$ cat config.mk
export PLATFORM = sky130hd
export DESIGN_NAME = chdc_div
export DESIGN_NICKNAME = d
export VERILOG_FILES = /design/src/rtl/chdc_pkg.sv /design/src/rtl/chdc_div.sv
export SDC_FILE = /design/constraint.sdc
export NUM_CORES = 1
export LEC_CHECK = 0
export BUFFER_PORTS_ARGS = -buffer_cell sky130_fd_sc_hd__clkbuf_2
export CORE_MARGIN = 2
export CORE_UTILIZATION = 60
export DETAILED_ROUTE_END_ITERATION = 10
export PLACE_DENSITY = 0.85
export SETUP_SLACK_MARGIN = 0.05
export SKIP_CTS_REPAIR_TIMING = 1
export SLEW_MARGIN = 40
export SYNTH_ARGS = -nofsm -noshare
export SYNTH_HDL_FRONTEND = slang
export SYNTH_SLANG_ARGS = --single-unit
$ cat constraint.sdc
create_clock -name i_clk -period 7.5 [get_ports i_clk]
set_input_delay 1.125 -clock i_clk [delete_from_list [all_inputs] [get_ports i_clk]]
set_output_delay 1.125 -clock i_clk [all_outputs]
set_load 0.01 [all_outputs]
$ cat src/rtl/chdc_pkg.sv
// ----------------------------------------------------------------------------
// Chunk DC removal package
// Widths, register indexes, control bundles and saturation helpers shared by
// the chunk DC removal and high-pass biquad block.
// ----------------------------------------------------------------------------
package chdc_pkg;

    localparam int SAMPLE_W      = 16;
    localparam int SUM_W         = 34;
    localparam int MEAN_W        = 25;
    localparam int X_W           = 26;
    localparam int Y_W           = 26;
    localparam int COEF_W        = 32;
    localparam int DLY_W         = 40;
    localparam int PROD_W        = COEF_W + X_W;
    localparam int DIV_N_W       = SUM_W + 8;
    localparam int LEN_W         = 18;
    localparam int LEN_RESET     = 72000;
    localparam int CHUNK_MAX_DEF = 131072;
    localparam int APB_AW        = 5;
    localparam int APB_DW        = 32;
    localparam int OUT_TDATA_W   = 32;

    typedef enum logic [2:0] {
        REG_B0  = 3'd0,
        REG_B1  = 3'd1,
        REG_B2  = 3'd2,
        REG_A1  = 3'd3,
        REG_A2  = 3'd4,
        REG_EN  = 3'd5,
        REG_LEN = 3'd6
    } t_reg;

    // Step strobes from the sequencer to the filter datapath.
    typedef struct packed {
        logic en;
        logic ld_x;
        logic ld_p;
        logic ld_y;
        logic ld_q;
        logic ld_d;
        logic clr_d;
    } t_bq_ctrl;

    function automatic logic signed [Y_W-1:0] sat_y(input logic signed [63:0] v);
        logic signed [63:0] hi;
        logic signed [63:0] lo;
        hi = (64'sd1 <<< (Y_W - 1)) - 64'sd1;
        lo = -hi - 64'sd1;
        if (v > hi) begin
            return Y_W'(hi);
        end else if (v < lo) begin
            return Y_W'(lo);
        end
        return Y_W'(v);
    endfunction

    function automatic logic signed [DLY_W-1:0] sat_d(input logic signed [63:0] v);
        logic signed [63:0] hi;
        logic signed [63:0] lo;
        hi = (64'sd1 <<< (DLY_W - 1)) - 64'sd1;
        lo = -hi - 64'sd1;
        if (v > hi) begin
            return DLY_W'(hi);
        end else if (v < lo) begin
            return DLY_W'(lo);
        end
        return DLY_W'(v);
    endfunction

endpackage

$ cat src/rtl/chdc_div.sv
// ----------------------------------------------------------------------------
// Chunk mean divider
// Restoring divider, one quotient bit per cycle, giving the chunk mean with
// eight fraction bits, truncated toward zero.
// ----------------------------------------------------------------------------
module chdc_div #(
    parameter int CW = 18
) (
    input  logic                               i_clk,
    input  logic                               i_rst_n,
    input  logic                               i_start,
    input  logic                               i_neg,
    input  logic [chdc_pkg::DIV_N_W-1:0]       i_dividend,
    input  logic [CW-1:0]                      i_divisor,
    output logic                               o_done,
    output logic signed [chdc_pkg::MEAN_W-1:0] o_mean
);
    import chdc_pkg::*;

    localparam int STEP_W = $clog2(DIV_N_W);

    logic              r_busy;
    logic              r_done;
    logic [STEP_W-1:0] r_cnt;
    logic [CW-1:0]     r_rem;
    logic [CW-1:0]     r_den;
    logic [DIV_N_W-1:0] r_q;
    logic              r_neg;
    logic [CW:0]       trial;
    logic              ge;
    logic [MEAN_W-1:0] mag;

    assign trial = {r_rem, r_q[DIV_N_W-1]};
    assign ge    = (trial >= {1'b0, r_den});

    always_ff @(posedge i_clk) begin
        if (!i_rst_n) begin
            r_busy <= 1'b0;
            r_done <= 1'b0;
            r_cnt  <= '0;
        end else begin
            r_done <= 1'b0;
            if (i_start) begin
                r_busy <= 1'b1;
                r_cnt  <= '0;
            end else if (r_busy) begin
                r_cnt <= r_cnt + 1'b1;
                if (r_cnt == STEP_W'(DIV_N_W - 1)) begin
                    r_busy <= 1'b0;
                    r_done <= 1'b1;
                end
            end
        end
    end

    // The dividend shifts out of the top of r_q while quotient bits enter below.
    always_ff @(posedge i_clk) begin
        if (i_start) begin
            r_q   <= i_dividend;
            r_rem <= '0;
            r_den <= i_divisor;
            r_neg <= i_neg;
        end else if (r_busy) begin
            r_q   <= {r_q[DIV_N_W-2:0], ge};
            r_rem <= ge ? CW'(trial - {1'b0, r_den}) : CW'(trial);
        end
    end

    assign mag    = r_q[MEAN_W-1:0];
    assign o_done = r_done;
    assign o_mean = r_neg ? -$signed(mag) : $signed(mag);

endmodule

==> qor.csv <==
stage,metric,value,unit
status,outcome,"complete, no violations",
drt,first-pass iteration count of the detailed router,5,
timing,maximum operating frequency,0.238,GHz
power_and_ir_drop,net switching power of the design,355,uW
timing,Setup Viol. Count Final,0,
drt,DRC errors left,0,
layout,share of post-route cells with drive strength above 1,0.289,
synthesis,async set or reset register ratio after synthesis,0,
setup_path,Reg-to-Reg Start,r_q[41],
timing,accumulated negative setup slack,0,ps
floorplanning,I/O pin cnt,90,
synthesis,Post-synth top flop,edfxtp_1,
setup_path,highest fanout seen on the critical path,5,
timing,worst slew margin relative to its limit,0.468,
setup_path,number of buffers and inverters on the critical path,1,
synthesis,number of synthesized flops with an enable pin,61,
power_and_ir_drop,switch share,0.305,
synthesis,gate count after technology mapping,453,
timing,Tightest Pin Transition,797,ps
layout,Fillers,595,
setup_path,delay of the slowest cell on the worst path,440,ps
global_routing,pin count of the biggest net entering global routing,49,
timing,Pins Over Slew Limit,0,
timing,period utilisation layout,0.560,
synthesis,sequential element share of the synthesized area,0.476,
timing,Worst Skew,14.7,ps
floorplanning,height of the chip,94.8,um
place,number of port buffers,89,
clock_tree,total clock sinks,87,
clock_tree,total clock buffers created by CTS,9,
job,Maximum Capacitance Violations,0,
drt,count of routing violations after the opening detailed-route iteration,283,
setup_path,required time reported for the critical path endpoint,6380,ps
drt,via count,3740,
timing,setup repair after global routing missed its margin,no,
floorplanning,Initial Util,0.611,
layout,"most common cell after layout, fill and taps aside",clkbuf_2,
place,post-placement worst setup slack,3720,ps
power_and_ir_drop,LEAKAGE,2.31,nW
layout,diode insertion count for antenna repair,0,
timing,Final Hold Vio Count,0,
synthesis,Post-Syn Nets,539,
power_and_ir_drop,internal power component,809,uW
layout,Seq. cell area,0.00235,mm2
place,half-perimeter wire length after detailed placement,7410,um
clock_tree,clock tree from TritonCTS,built,
layout,"commonest cells after routing, fill and taps aside","clkbuf_2 (88), edfxtp_1 (61), mux2_2 (40), nand2_1 (36), inv_1 (27)",
clock_tree,count of H-tree levels built during CTS,3,
min_path,path category of the worst min-delay check,flip-flop to flip-flop,
synthesis,average size of a mapped cell,10.9,um2
floorplanning,placeable core area,0.00809,mm2
clock_tree,clock-pin slew reported for the worst setup and hold paths after clock tree synthesis,90,ps
synthesis,netlist area before placement,0.00495,mm2
min_path,Min-Delay Startpoint,r_cnt[5],
setup_path,cell family with the largest share of critical-path delay,simple AND/OR/NAND/NOR gates,
power_and_ir_drop,VDD IR-drop max,0.120,mV
setup_path,data arrival time of the critical path,3070,ps
global_routing,first-pass GRT wire length,16500,um
timing,shortest clock period the worst path allows after layout,4200,ps
setup_path,WS Path Type,flip-flop to output pin,
global_routing,vias in the first global route,3505,
clock_tree,CTS max path bufs,2,
power_and_ir_drop,Logic pwr share,0.229,
synthesis,number of warnings printed during yosys synthesis,0,
layout,area growth from synthesis to layout,14.6,%
power_and_ir_drop,areal power density over the cells,205,mW/mm2
place,final weighted congestion in routability-driven placement,0.843,
layout,Final Net Count,624,
drt,average wire length per cell after detail routing,15.8,um
global_routing,Global Route Usage Sum,0.236,
power_and_ir_drop,proportion of power drawn by the clock network,0.260,
setup_path,cell type with the highest occurrence count on the critical path,or3_4,
synthesis,count of distinct cell types in the synthesized netlist,50,
setup_path,startpoint types,flip-flop,
floorplanning,overall die area,0.00899,mm2
clock_tree,buffer type at the clock tree root,clkbuf_8,
drt,antenna-violating nets left,0,
global_routing,initial antenna violation count,0,
setup_path,Setup crit end kind,output pin,
setup_path,"critical path, cell by cell",or3_1 -> or3b_1 -> or3_4 -> or3_4 -> o21ai_0 -> xnor2_1 -> clkbuf_2,
layout,area taken by multi-input logic gates,0.00242,mm2
setup_path,slowest cell on the critical path,or3b_1,
floorplanning,die extent in x,94.8,um
power_and_ir_drop,sequential share of power,0.512,
timing,worst setup margin,3300,ps
floorplanning,standard-cell rows,33,
synthesis,Yosys reg bits,87,
drt,overall routed net length,10300,um
clock_tree,clk_lat worst skew,370,ps
global_routing,global route overflow,0,
drt,detail-routed via count per cell,5.77,
setup_path,startpoint of the most critical setup path,r_q[4],
[power by group through the flow]
stage	clock network (mW)	registers (mW)	logic [mW]
after floorplan	0	0.594	0.189
after global placement	0	0.603	0.254
after detailed placement	0	0.606	0.264
final	0.302	0.596	0.266
after global routing	0.332	0.601	0.295
after CTS	0.310	0.595	0.266
[cell usage after synthesis, drive strengths merged, types with 11 or more instances]
library cell	number	area [um2]
xor2	19	166
mux2	40	450
ha	21	263
clkbuf	11	41.3
a21oi	11	55.1
o21ai	26	130
nand2	36	135
inv	27	101
a211oi	14	105
nor2	26	97.6
xnor2	23	201
edfxtp	61	1830
dfxtp	26	521
[kinds of logic (layout without fill, tap and decap cells)]
family / count (synthesis) / in the layout / synth area share
adder cells (fa/ha/maj): 22 / 22 / 0.0572
AO/OA/AOI/OAI: 96 / 96 / 0.137
buffers and inverters: 47 / 137 / 0.0374
multiplexers: 49 / 49 / 0.109
flip-flops: 87 / 87 / 0.476
XOR/XNOR: 42 / 42 / 0.0744
AND/OR/NAND/NOR: 110 / 110 / 0.109
[path summary, 6_finish.rpt]
kind | end | slack, ps | depth (start not counted)
hold reg to reg | o_done | 510 | 2
setup reg to reg | r_rem[12] | 4700 | 11
hold / removal | o_done | 510 | 2
setup / recovery | o_mean[20] | 3300 | 7
[state kept, by name, summed over array words and instances, names as in the netlist]
name,flops
r_q,42
r_den,18
r_rem,18
r_cnt,6
o_done,1
r_busy,1
r_neg,1
[layer usage]
metal	vias to the layer above	global-route usage	part of all wire
li1	1832	-	-
met1	1767	0.305	0.43
met2	119	0.392	0.49
met3	22	0.0519	0.057
met4	0	0.0857	0.022
met5	-	0	0
[worst min-delay path, stage by stage, from the launching register on]
cell and delay [ps]:
dfxtp_1 330, nand2_1 80, nor3_1 60
[cell type report]
cell class / instances / share of cell area
multi-input cells: 319 / 0.427
flip-flops and latches: 87 / 0.415
repair buffers: 94 / 0.0852
well taps: 105 / 0.0232
clock buffers: 9 / 0.0219
inverters: 27 / 0.0179
clock inverters: 7 / 0.0102
[per-stage QoR]
step | power (mW) | cell area, um2 | hold slack, ps | util | instances
2_1_floorplan | 0.784 | 4950 | 443 | - | 453
3_3_place_gp | 0.856 | 5470 | 470 | 0.676 | 630
3_5_place_dp | 0.870 | 5490 | 491 | 0.678 | 632
4_1_cts | 1.17 | 5670 | 506 | 0.700 | 648
5_1_grt | 1.23 | 5670 | 543 | 0.700 | 648
6_report | 1.16 | 5670 | 513 | 0.700 | 648
No activity file was read; power rests on OpenSTA's default activity.
